$ cat src/design/grs_pkg.sv
// shared types and codes for the grid rotate and skew block
// no dependencies
`default_nettype none

package grs_pkg;

   // default grid limits
   localparam int MAX_ROWS_DEF = 64;
   localparam int MAX_COLS_DEF = 64;

   // padding character
   localparam logic [7:0] SPACE_CHAR = 8'h20;

   // request modes
   localparam logic [1:0] MODE_LOAD  = 2'd0;
   localparam logic [1:0] MODE_FETCH = 2'd1;
   localparam logic [1:0] MODE_CLEAR = 2'd2;

   // orientation codes, the unused code behaves as the turn
   localparam logic [1:0] ORI_TURN   = 2'd0;
   localparam logic [1:0] ORI_SKEW_R = 2'd1;
   localparam logic [1:0] ORI_SKEW_L = 2'd2;

   // one response item
   typedef struct packed {
      logic [7:0] out_byte;
      logic       has_byte;
      logic       row_last;
      logic       grid_last;
      logic       exhausted;
   } rsp_type;

endpackage

`default_nettype wire

$ cat src/design/grs_ctrl.sv
// sequencer: grid loading, cursor and per-fetch address stepping
// depends on grs_pkg; drives the ports of grs_store
`default_nettype none

module grs_ctrl import grs_pkg::*; #(
   parameter int MAX_ROWS = MAX_ROWS_DEF,
   parameter int MAX_COLS = MAX_COLS_DEF,
   localparam int ROW_IDX_W = (MAX_ROWS > 1) ? $clog2(MAX_ROWS) : 1,
   localparam int COL_IDX_W = (MAX_COLS > 1) ? $clog2(MAX_COLS) : 1,
   localparam int ADDR_W    = ROW_IDX_W + COL_IDX_W
) (
   input  wire logic              clock,
   input  wire logic              reset,
   input  wire logic              req_valid,
   output logic                   req_ready,
   input  wire logic [1:0]        req_mode,
   input  wire logic [7:0]        req_grid_byte,
   input  wire logic              req_row_end,
   input  wire logic [1:0]        orientation,
   input  wire logic              restart,
   input  wire logic              rsp_free,
   output logic                   emit_valid,
   output rsp_type                emit_res,
   output logic                   wr_en,
   output logic      [ADDR_W-1:0] wr_addr,
   output logic      [7:0]        wr_data,
   output logic                   rd_en,
   output logic      [ADDR_W-1:0] rd_addr,
   input  wire logic [7:0]        rd_data
);

   localparam int ROW_CNT_W = $clog2(MAX_ROWS + 1);
   localparam int COL_CNT_W = $clog2(MAX_COLS + 1);
   localparam int POS_W     = $clog2(MAX_ROWS + MAX_COLS + 1);

   typedef enum logic [3:0] {
      S_IDLE, S_FILL, S_PLAN, S_SKEW, S_SKEW2, S_READ, S_DATA,
      S_SCAN_INIT, S_SCAN_RD, S_SCAN_CHK, S_LEFT, S_FIN
   } state_type;

   state_type              state_ff, state_in;
   logic [ROW_CNT_W-1:0]   rows_ff, rows_in;
   logic [COL_CNT_W-1:0]   cols_ff, cols_in;
   logic [COL_CNT_W-1:0]   load_col_ff, load_col_in;
   logic [ROW_IDX_W-1:0]   fill_row_ff, fill_row_in;
   logic [COL_CNT_W-1:0]   fill_col_ff, fill_col_in;
   logic [POS_W-1:0]       out_row_ff, out_row_in;
   logic [POS_W-1:0]       out_col_ff, out_col_in;
   logic [POS_W-1:0]       trim_ff, trim_in;
   logic [POS_W-1:0]       len_ff, len_in;
   logic [POS_W-1:0]       lo_ff, lo_in;
   logic [POS_W-1:0]       span_ff, span_in;
   logic [POS_W-1:0]       rd_row_ff, rd_row_in;
   logic [POS_W-1:0]       rd_col_ff, rd_col_in;
   logic [7:0]             byte_ff, byte_in;
   logic                   has_ff, has_in;
   logic                   exh_ff, exh_in;

   logic                   accept;
   logic                   is_skew;
   logic [POS_W-1:0]       rows_x, cols_x;
   logic [POS_W-1:0]       nrows_w, lo_w, hi_w, base_w, span_w;
   logic [POS_W-1:0]       edge1_w, edge2_w, min1_w, min2_w;
   logic                   row_last_w, grid_last_w;
   logic [COL_CNT_W-1:0]   lc_next, load_limit;
   logic                   row_room;

   assign accept    = req_valid && req_ready;
   assign req_ready = (state_ff == S_IDLE);

   // grid extent and per-row geometry from the cursor
   assign rows_x  = POS_W'(rows_ff);
   assign cols_x  = POS_W'(cols_ff);
   assign is_skew = (orientation == ORI_SKEW_R) || (orientation == ORI_SKEW_L);

   always_comb begin
      if (rows_ff == '0 || cols_ff == '0) begin
         nrows_w = '0;
      end else if (is_skew) begin
         nrows_w = rows_x + cols_x - POS_W'(1);
      end else begin
         nrows_w = cols_x;
      end
   end

   assign lo_w   = (out_row_ff >= rows_x) ? out_row_ff + POS_W'(1) - rows_x : '0;
   assign hi_w   = (out_row_ff < cols_x - POS_W'(1)) ? out_row_ff : cols_x - POS_W'(1);
   assign base_w = (out_row_ff >= cols_x) ? out_row_ff + POS_W'(1) - cols_x : '0;

   // anti-diagonal length: min of four bounds
   assign edge1_w = out_row_ff + POS_W'(1);
   assign edge2_w = nrows_w - out_row_ff;
   assign min1_w  = (edge1_w < edge2_w) ? edge1_w : edge2_w;
   assign min2_w  = (cols_x < rows_x) ? cols_x : rows_x;
   assign span_w  = (min1_w < min2_w) ? min1_w : min2_w;

   assign row_last_w  = (out_col_ff + POS_W'(1) >= len_ff);
   assign grid_last_w = row_last_w && (out_row_ff + POS_W'(1) == nrows_w);

   // load bookkeeping
   assign row_room   = (rows_ff < ROW_CNT_W'(MAX_ROWS));
   assign load_limit = (rows_ff == '0) ? COL_CNT_W'(MAX_COLS) : cols_ff;
   assign lc_next    = (load_col_ff < COL_CNT_W'(MAX_COLS)) ? load_col_ff + COL_CNT_W'(1)
                                                            : load_col_ff;

   // store ports
   always_comb begin
      wr_en   = 1'b0;
      wr_addr = {rows_ff[ROW_IDX_W-1:0], load_col_ff[COL_IDX_W-1:0]};
      wr_data = req_grid_byte;
      if (state_ff == S_FILL) begin
         wr_en   = 1'b1;
         wr_addr = {fill_row_ff, fill_col_ff[COL_IDX_W-1:0]};
         wr_data = SPACE_CHAR;
      end else if (accept && req_mode == MODE_LOAD && row_room &&
                   load_col_ff < load_limit) begin
         wr_en = 1'b1;
      end
   end

   assign rd_en   = (state_ff == S_READ) || (state_ff == S_SCAN_RD);
   assign rd_addr = {rd_row_ff[ROW_IDX_W-1:0], rd_col_ff[COL_IDX_W-1:0]};

   // response assembly
   assign emit_valid         = (state_ff == S_FIN);
   assign emit_res.out_byte  = byte_ff;
   assign emit_res.has_byte  = has_ff;
   assign emit_res.row_last  = !exh_ff && row_last_w;
   assign emit_res.grid_last = !exh_ff && grid_last_w;
   assign emit_res.exhausted = exh_ff;

   // next-state logic
   always_comb begin
      state_in    = state_ff;
      rows_in     = rows_ff;
      cols_in     = cols_ff;
      load_col_in = load_col_ff;
      fill_row_in = fill_row_ff;
      fill_col_in = fill_col_ff;
      out_row_in  = out_row_ff;
      out_col_in  = out_col_ff;
      trim_in     = trim_ff;
      len_in      = len_ff;
      lo_in       = lo_ff;
      span_in     = span_ff;
      rd_row_in   = rd_row_ff;
      rd_col_in   = rd_col_ff;
      byte_in     = byte_ff;
      has_in      = has_ff;
      exh_in      = exh_ff;

      unique case (state_ff)
         S_IDLE: begin
            if (accept) begin
               priority case (req_mode)
                  MODE_LOAD: begin
                     out_row_in = '0;
                     out_col_in = '0;
                     trim_in    = '0;
                     if (row_room) begin
                        load_col_in = lc_next;
                        if (req_row_end) begin
                           rows_in     = rows_ff + ROW_CNT_W'(1);
                           load_col_in = '0;
                           if (rows_ff == '0) begin
                              cols_in = lc_next;
                           end else if (lc_next < cols_ff) begin
                              // short row: pad the missing columns
                              fill_row_in = rows_ff[ROW_IDX_W-1:0];
                              fill_col_in = lc_next;
                              state_in    = S_FILL;
                           end
                        end
                     end
                  end
                  MODE_FETCH: begin
                     state_in = S_PLAN;
                  end
                  MODE_CLEAR: begin
                     rows_in     = '0;
                     cols_in     = '0;
                     load_col_in = '0;
                     out_row_in  = '0;
                     out_col_in  = '0;
                     trim_in     = '0;
                  end
                  default: begin
                  end
               endcase
            end
         end

         S_FILL: begin
            if (fill_col_ff + COL_CNT_W'(1) >= cols_ff) begin
               state_in = S_IDLE;
            end else begin
               fill_col_in = fill_col_ff + COL_CNT_W'(1);
            end
         end

         S_PLAN: begin
            has_in = 1'b1;
            exh_in = 1'b0;
            if (out_row_ff >= nrows_w) begin
               // nothing left to emit
               exh_in   = 1'b1;
               has_in   = 1'b0;
               byte_in  = '0;
               state_in = S_FIN;
            end else begin
               unique case (orientation)
                  ORI_SKEW_R: begin
                     span_in  = span_w;
                     state_in = S_SKEW;
                  end
                  ORI_SKEW_L: begin
                     lo_in = lo_w;
                     if (out_col_ff == '0) begin
                        rd_col_in = hi_w;
                        state_in  = S_SCAN_INIT;
                     end else begin
                        state_in = S_LEFT;
                     end
                  end
                  default: begin
                     rd_row_in = rows_x - POS_W'(1) - out_col_ff;
                     rd_col_in = out_row_ff;
                     len_in    = rows_x;
                     state_in  = S_READ;
                  end
               endcase
            end
         end

         // right skew: leading spaces, then the anti-diagonal
         S_SKEW: begin
            len_in = span_ff << 1;
            if (out_col_ff < span_ff) begin
               byte_in  = SPACE_CHAR;
               state_in = S_FIN;
            end else begin
               rd_row_in = base_w + out_col_ff - span_ff;
               state_in  = S_SKEW2;
            end
         end

         S_SKEW2: begin
            rd_col_in = out_row_ff - rd_row_ff;
            state_in  = S_READ;
         end

         S_READ: begin
            state_in = S_DATA;
         end

         S_DATA: begin
            byte_in  = rd_data;
            state_in = S_FIN;
         end

         // left skew: scan the diagonal back from its last byte for the trimmed length
         S_SCAN_INIT: begin
            rd_row_in = rows_x + rd_col_ff - out_row_ff - POS_W'(1);
            state_in  = S_SCAN_RD;
         end

         S_SCAN_RD: begin
            state_in = S_SCAN_CHK;
         end

         S_SCAN_CHK: begin
            if (rd_data != SPACE_CHAR) begin
               trim_in  = rd_col_ff + POS_W'(1);
               state_in = S_LEFT;
            end else if (rd_col_ff == lo_ff) begin
               trim_in  = '0;
               state_in = S_LEFT;
            end else begin
               rd_col_in = rd_col_ff - POS_W'(1);
               rd_row_in = rd_row_ff - POS_W'(1);
               state_in  = S_SCAN_RD;
            end
         end

         S_LEFT: begin
            if (trim_ff == '0) begin
               // empty row after trimming
               byte_in  = '0;
               has_in   = 1'b0;
               len_in   = POS_W'(1);
               state_in = S_FIN;
            end else begin
               len_in = trim_ff;
               if (out_col_ff < lo_ff) begin
                  byte_in  = SPACE_CHAR;
                  state_in = S_FIN;
               end else begin
                  rd_col_in = out_col_ff;
                  rd_row_in = rows_x + out_col_ff - out_row_ff - POS_W'(1);
                  state_in  = S_READ;
               end
            end
         end

         S_FIN: begin
            if (rsp_free) begin
               state_in = S_IDLE;
               if (!exh_ff) begin
                  if (row_last_w) begin
                     out_row_in = out_row_ff + POS_W'(1);
                     out_col_in = '0;
                  end else begin
                     out_col_in = out_col_ff + POS_W'(1);
                  end
               end
            end
         end

         default: begin
            state_in = S_IDLE;
         end
      endcase

      // register write restarts the output
      if (restart) begin
         out_row_in = '0;
         out_col_in = '0;
         trim_in    = '0;
      end
   end

   // state and registers
   always_ff @(posedge clock) begin
      if (reset) begin
         state_ff    <= S_IDLE;
         rows_ff     <= '0;
         cols_ff     <= '0;
         load_col_ff <= '0;
         out_row_ff  <= '0;
         out_col_ff  <= '0;
         trim_ff     <= '0;
      end else begin
         state_ff    <= state_in;
         rows_ff     <= rows_in;
         cols_ff     <= cols_in;
         load_col_ff <= load_col_in;
         out_row_ff  <= out_row_in;
         out_col_ff  <= out_col_in;
         trim_ff     <= trim_in;
      end
      fill_row_ff <= fill_row_in;
      fill_col_ff <= fill_col_in;
      len_ff      <= len_in;
      lo_ff       <= lo_in;
      span_ff     <= span_in;
      rd_row_ff   <= rd_row_in;
      rd_col_ff   <= rd_col_in;
      byte_ff     <= byte_in;
      has_ff      <= has_in;
      exh_ff      <= exh_in;
   end

endmodule

`default_nettype wire

$ cat config.mk
export PLATFORM = sky130hd
export DESIGN_NAME = grs_ctrl
export DESIGN_NICKNAME = d
export VERILOG_FILES = /design/src/design/grs_pkg.sv /design/src/design/grs_ctrl.sv
export SDC_FILE = /design/constraint.sdc
export NUM_CORES = 1
export LEC_CHECK = 0
export BUFFER_PORTS_ARGS = -buffer_cell sky130_fd_sc_hd__buf_2
export CORE_MARGIN = 1
export CORE_UTILIZATION = 45
export CTS_BUF_LIST = sky130_fd_sc_hd__clkbuf_8
export CTS_CLUSTER_SIZE = 14
export DETAILED_ROUTE_END_ITERATION = 7
export PLACE_DENSITY = 0.65
export SLEW_MARGIN = 30
export SYNTH_ARGS = -nofsm -noshare
export SYNTH_HDL_FRONTEND = slang
export SYNTH_SLANG_ARGS = --single-unit
$ cat constraint.sdc
create_clock -name clock -period 5.45 [get_ports clock]
set_input_delay 0.8175 -clock clock [delete_from_list [all_inputs] [get_ports clock]]
set_output_delay 0.8175 -clock clock [all_outputs]
set_load 0.01 [all_outputs]
==> impl_metrics.json, run 1 <==
{
  "vias": 11242,
  "drtIter0Drc": 869,
  "netlist_area_mm2": 0.0120,
  "multiInputGateArea_mm2": 0.00858,
  "cp-end-kind": "flop",
  "syn-num-nets": 1667,
  "cts_hold_buf": 0,
  "clock_sinks": 112,
  "synth_edf_count": 63,
  "hp-class": "reg -> reg",
  "diodes": 0,
  "std_cell_rows": 59,
  "yosys_warnings": 0,
  "final_common_cell": "ha_1",
  "synth_top_family_by_area": "adder cells",
  "synth_seq_cells": 112,
  "vias_per_cell": 5.77,
  "final_cell_mix": "ha_1, inv_1, nor2_1, buf_4, nand2_1",
  "finish.utilization_pct": 53.7,
  "die_w_um": 165,
  "critical_path.top_delay_family": "compound AO/OA/AOI/OAI gates",
  "timing.fmax_mhz": 189,
  "drive_gt1_share_pct": 18.4,
  "cap_violations": 0,
  "syn_avg_cell_area_um2": 8.29,
  "routabilityCongestion": 0.959,
  "drt-pass1-iter-count": 8,
  "ys.flop_type": "edfxtp_1",
  "area.growth.synth_to_final_pct": 16.9,
  "finalSetupViolCount": 0,
  "pre_cts_ws_ps": -417,
  "hold_ws_ps": 541,
  "crit_path_end": "span_ff[3]$_DFFE_PP_",
  "track_usage_pct": 29.8,
  "numCtsBuffers": 9,
  "cts_buffer_depth": 2,
  "synthTopCellsByArea": "ha_1, edfxtp_1, dfxtp_1, xnor2_1, fa_1",
  "async_flop_share_pct": 0,
  "synth_compound_area_share_pct": 16.6,
  "critPathRequiredTime_ps": 5700,
  "setup_tns_ps": 0,
  "initial_core_util_pct": 45.9,
  "hpwl_mm": 31.9,
  "syn_inst": 1449,
  "status": "complete, but fails checks",
  "vdd_drop_max_mv": 0.118,
  "violations": "DRC",
  "rr_worst_depth": 26,
  "crit_top_cell": "ha_4",
  "fillers": 2511,
  "route.detailed.drc": 4,
  "fin_cells": 1948,
  "slew_headroom_pct": 39.3,
  "synthMuxAreaShare_pct": 2.64,
  "overflow": 0,
  "max_stage_delay_ps": 390,
  "first_global_vias": 10612,
  "grt_max_degree": 28,
  "crit_buf_inv": 3,
  "synthXorXnorAreaFrac_pct": 8.17,
  "post_drt_wl_per_cell_um": 20.6,
  "clk_latency_ps": 410,
  "r2r_start": "cols_ff[2]$_SDFFE_PP0P_",
  "worst_slew_pin_slew_ps": 902,
  "wirelength_mm": 40.2,
  "min_period_over_period_pct": 97.2,
  "yosys.area.top_type_share_pct": 17.1,
  "rsz0062_at_grt": "yes",
  "fin_ws_ps": 154,
  "synthSimpleGateAreaFrac_pct": 19.5,
  "critPathLaunchType": "flop",
  "synth_area_leader_cell": "ha_1",
  "grt_pass1_wl_mm": 60.6,
  "place_inst": 1914,
  "clk_pin_slew_ps": 130,
  "clock_tree.root_cell": "clkbuf_8",
  "r2r_slack_ps": 150,
  "cp.depth": 26,
  "die_area_mm2": 0.0273,
  "synth_fa_ha_area_share_pct": 21.8,
  "drv_slew": 0,
  "power_leakage_uw": 0.00630,
  "fin_skew_ps": 23.5,
  "layout.area.seq_mm2": 0.00288,
  "crit_fanout": 7,
  "die_h_um": 165,
  "r2r_end": "span_ff[3]$_DFFE_PP_",
  "crit_type": "reg -> reg",
  "antenna_found_initial": 1,
  "worstPathArrival_ps": 5540,
  "htreeDepth": 3,
  "place.port_buffers": 73,
  "yosysSeqAreaShare_pct": 23.9,
  "synthDistinctLibCells": 77,
  "crit_slowest_cell": "or3_4",
  "finalHoldViolCount": 0,
  "cts_tree": "built",
  "fin_crit_ps": 5300,
  "coreArea_mm2": 0.0261,
  "pin_count": 74,
  "postRouteAntennaNets": 0,
  "power_density_mw_per_mm2": 157,
  "startpoint": "cols_ff[2]$_SDFFE_PP0P_",
  "finalNetCount": 1826
}
worst min-delay path: stages, from the launching register on:
cell	delay [ps]
dfxtp_1	380
nand2_1	70
a21oi_1	50
where the power goes:
part	internal (uW)	switching, uW	leakage, uW
Sequential	918	30.5	0.000974
Combinational	315	387	0.00522
Clock	197	360	0.000106
per-layer routing:
metal | global-route usage [%] | wire length [um]
met1 | 37.1 | 16500
met2 | 50.0 | 18700
met3 | 4.55 | 2880
met4 | 15.1 | 2090
met5 | 0 | 0
final cells by class:
| cell class | count | share of cell area, % |
|---|---|---|
| Tap cell | 335 | 2.99 |
| Sequential cell | 112 | 20.5 |
| Multi-Input combinational cell | 1130 | 61.1 |
| Clock inverter | 6 | 0.517 |
| Timing Repair Buffer | 205 | 9.83 |
| Inverter | 150 | 4.03 |
| Clock buffer | 10 | 0.980 |
state kept, by name, indices dropped and copies added (netlist names), 6 cells and up:
signal,flops
byte_ff,8
cols_ff,7
fill_col_ff,7
fill_row_ff,6
len_ff,8
lo_ff,8
load_col_ff,7
out_col_ff,8
out_row_ff,8
rd_col_ff,8
rd_row_ff,8
rows_ff,7
span_ff,8
trim_ff,8
worst min path at each step:
| stage | startpoint | end | slack (ps) | cells after the start |
|---|---|---|---|---|
| floorplan | rows_ff[4]$_SDFFE_PP0P_ | fill_row_ff[4]$_DFFE_PP_ | 440 | 0 |
| global placement | out_row_ff[6]$_SDFFE_PP0P_ | out_row_ff[6]$_SDFFE_PP0P_ | 500 | 2 |
| detailed placement | out_row_ff[6]$_SDFFE_PP0P_ | out_row_ff[6]$_SDFFE_PP0P_ | 510 | 2 |
| CTS | out_row_ff[6]$_SDFFE_PP0P_ | out_row_ff[6]$_SDFFE_PP0P_ | 530 | 2 |
| global route | out_row_ff[6]$_SDFFE_PP0P_ | out_row_ff[6]$_SDFFE_PP0P_ | 540 | 2 |
| finish | out_row_ff[6]$_SDFFE_PP0P_ | out_row_ff[6]$_SDFFE_PP0P_ | 540 | 2 |
synthesized netlist by cell type (all sizes together), types with 28 or more instances:
cell type and instances:
xnor2 76, nand3 44, xor2 36, inv 150, dfxtp 49, edfxtp 63
nand2 125, clkbuf 31, ha 164, a21oi 101, fa 28, nor3 35
o21ai 66, nor2 132
through the flow:
step	cell area, um2	power [uW]
after global placement	13400	1580
after CTS	13700	2170
final	14000	2210
after global routing	14000	2300
after detailed placement	13400	1590
after floorplan	12100	1390
repair_timing:
action / in CTS / in global routing
buffers inserted: 5 / 13
endpoints found under the setup margin: 7 / 7
resized for setup: 10 / 47
pin swaps: 2 / 24
cells by family after synthesis:
group / after synthesis
fa+ha+maj: 192
other cells: 1
compound gates: 312
simple gates: 482
buf+inv: 207
flops: 112
xor+xnor: 112
mux: 31
Power figures use the tool's default switching activity.
==> inputs of run 2 (changes only) <==
--- a/config.mk
+++ b/config.mk
@@ -11,7 +11,8 @@
 export CTS_BUF_LIST = sky130_fd_sc_hd__clkbuf_8
 export CTS_CLUSTER_SIZE = 14
 export DETAILED_ROUTE_END_ITERATION = 7
-export PLACE_DENSITY = 0.65
+export PLACE_DENSITY = 0.63
+export SKIP_LAST_GASP = 1
 export SLEW_MARGIN = 30
 export SYNTH_ARGS = -nofsm -noshare
 export SYNTH_HDL_FRONTEND = slang
==> constraint.sdc (replaced) <==
create_clock -name clock -period 4.9 [get_ports clock]
set_input_delay 0.735 -clock clock [delete_from_list [all_inputs] [get_ports clock]]
set_output_delay 0.735 -clock clock [all_outputs]
set_load 0.01 [all_outputs]
==> run 2 against run 1 <==
Sequential share of layout area is 0.45 points lower. Global-route usage up 1.1 points. The run ends with DRC, setup timing left. Design area up 2.5%. Cell count increased by 1.6%. Clock skew is 8.0 ps higher. Critical path depth decreased by 3. Critical endpoint unchanged. Die area unchanged.
==> impl_metrics.json, run 2 (synthesis gave the netlist of run 1 again) <==
{
  "min_period_over_period_pct": 108,
  "drive_gt1_share_pct": 20.9,
  "r2r_start": "rows_ff[2]$_SDFFE_PP0P_",
  "finalSetupViolCount": 7,
  "worstPathArrival_ps": 5570,
  "diodes": 0,
  "coreArea_mm2": 0.0261,
  "route.detailed.drc": 4,
  "drt-pass1-iter-count": 7,
  "cts_buffer_depth": 2,
  "crit_type": "reg -> reg",
  "initial_core_util_pct": 45.9,
  "holdCritStartpoint": "out_row_ff[2]$_SDFFE_PP0P_",
  "postRouteAntennaNets": 0,
  "power_density_mw_per_mm2": 177,
  "clockPowerShare_pct": 26.6,
  "max_stage_delay_ps": 420,
  "fin_ws_ps": -409,
  "fin_skew_ps": 31.5,
  "power.switching_uw": 893,
  "clock_tree.root_cell": "clkbuf_8",
  "hold_ws_ps": 556,
  "rsz0062_at_grt": "yes",
  "vias_per_cell": 5.80,
  "std_cell_rows": 59,
  "grt_max_degree": 28,
  "crit_fanout": 8,
  "crit_buf_inv": 4,
  "hp-class": "reg -> reg",
  "startpoint": "rows_ff[2]$_SDFFE_PP0P_",
  "fin_cells": 1979,
  "grt_pass1_wl_mm": 63.3,
  "final_common_cell": "buf_4",
  "violations": "DRC, setup timing",
  "critPathRequiredTime_ps": 5160,
  "cap_violations": 0,
  "cp-end-kind": "flop",
  "fin_crit_ps": 5310,
  "worst_slew_pin_slew_ps": 948,
  "pin_count": 74,
  "area.growth.synth_to_final_pct": 19.9,
  "pwr-share-comb_pct": 32.0,
  "die_area_mm2": 0.0273,
  "clk_latency_ps": 440,
  "path_cells": "buf_4 -> nor4_1 -> and3_1 -> buf_4 -> nor3_2 -> ha_1 -> nor2b_4 -> o31ai_4 -> nand2b_1 -> a21oi_2 -> xor2_1 -> ha_1 -> a21oi_2 -> o21ai_2 -> nor2_4 -> mux2i_2 -> inv_1 -> ha_4 -> nand3_2 -> or3_4 -> o221ai_4 -> buf_12 -> mux2i_1",
  "routabilityCongestion": 0.989,
  "seqPwrFrac_pct": 41.4,
  "status": "complete, but fails checks",
  "clock_sinks": 112,
  "overflow": 0,
  "vdd_drop_max_mv": 0.182,
  "post_drt_wl_per_cell_um": 20.6,
  "slew_headroom_pct": 36.2,
  "final_cell_mix": "buf_4, ha_1, inv_1, nor2_1, nand2_1",
  "critPathLaunchType": "flop",
  "vias": 11483,
  "numCtsBuffers": 9,
  "clk_pin_slew_ps": 130,
  "wirelength_mm": 40.9,
  "power_leakage_uw": 0.00647,
  "crit_slowest_cell": "nor4_1",
  "place.port_buffers": 73,
  "htreeDepth": 3,
  "critical_path.top_delay_family": "simple AND/OR/NAND/NOR gates",
  "first_global_vias": 11273,
  "place_inst": 1942,
  "finalNetCount": 1857,
  "cts_tree": "built",
  "hpwl_mm": 32.6,
  "swShare_pct": 35.1,
  "finalHoldViolCount": 0,
  "die_w_um": 165,
  "drv_slew": 0,
  "timing.fmax_mhz": 188,
  "antenna_found_initial": 0,
  "die_h_um": 165,
  "intPower_uw": 1650,
  "drtIter0Drc": 1099,
  "track_usage_pct": 30.9
}
[run 2: changes by cell type in the layout (fill, tap and decap cells not counted), sizes merged]
| cell | before | now |
|---|---|---|
| clkinv | 3 | 2 |
| inv | 153 | 154 |
| bufinv | 0 | 1 |
| buf | 205 | 236 |
| clkbuf | 10 | 9 |
[run 2: worst paths after layout]
path / to / slack, ps / depth (start not counted)
worst max-delay path: span_ff[3]$_DFFE_PP_ / -410 / 23
worst min-delay path: out_row_ff[2]$_SDFFE_PP0P_ / 560 / 2
worst max register to register: span_ff[3]$_DFFE_PP_ / -410 / 23
worst min register to register: out_row_ff[2]$_SDFFE_PP0P_ / 560 / 2
[run 2: cell type report]
class / count / area [um2]
sequential: 112 / 2890
inverter: 150 / 583
fill: 2437 / 11700
timing repair buffer: 236 / 1610
clock inverter: 7 / 108
tap: 335 / 419
clock buffer: 9 / 124
multi-input combinational: 1130 / 8660
[run 2: power groups by stage]
stage          registers [uW]  logic, uW  clock network [uW]
2_1_floorplan            1060        499                   0
3_3_place_gp             1070        715                   0
4_1_cts                  1050        785                 681
6_report                 1050        813                 676
3_5_place_dp             1070        729                   0
5_1_grt                  1060        884                 713
[run 2: stage by stage]
| step | TNS (ps) | setup WS, ps | util [%] | power, uW | cell area (um2) |
|---|---|---|---|---|---|
| after floorplan | -1420 | -202 | - | 1560 | 12300 |
| after global placement | -2610 | -375 | 52.7 | 1790 | 13800 |
| after detailed placement | -4120 | -597 | 52.7 | 1800 | 13800 |
| after CTS | -2540 | -371 | 54.6 | 2520 | 14300 |
| after global routing | -4420 | -644 | 55.1 | 2650 | 14400 |
| final | -2800 | -409 | 55.1 | 2540 | 14400 |
[run 2: tightest hold or removal path, delay by kind of cell (launching register included)]
kind / cells / cell delay [ps]
AOI/OAI and AO/OA: 2 / 150
DFF: 1 / 370
[run 2: per-layer routing]
metal	up-vias	global-route usage (%)	wire length, um
met1	5426	39.0	17100
met3	138	3.67	2600
met5	-	0	0
li1	5461	-	-
met2	458	50.5	18600
met4	0	18.9	2510
[run 2: what timing repair did]
action | CTS | global route
cloned | 0 | 0
hold buffers | 0 | 0
setup endpoints to repair | 7 | 8
pin swaps | 29 | 14
resized for setup | 29 | 17
buffers inserted | 16 | 5
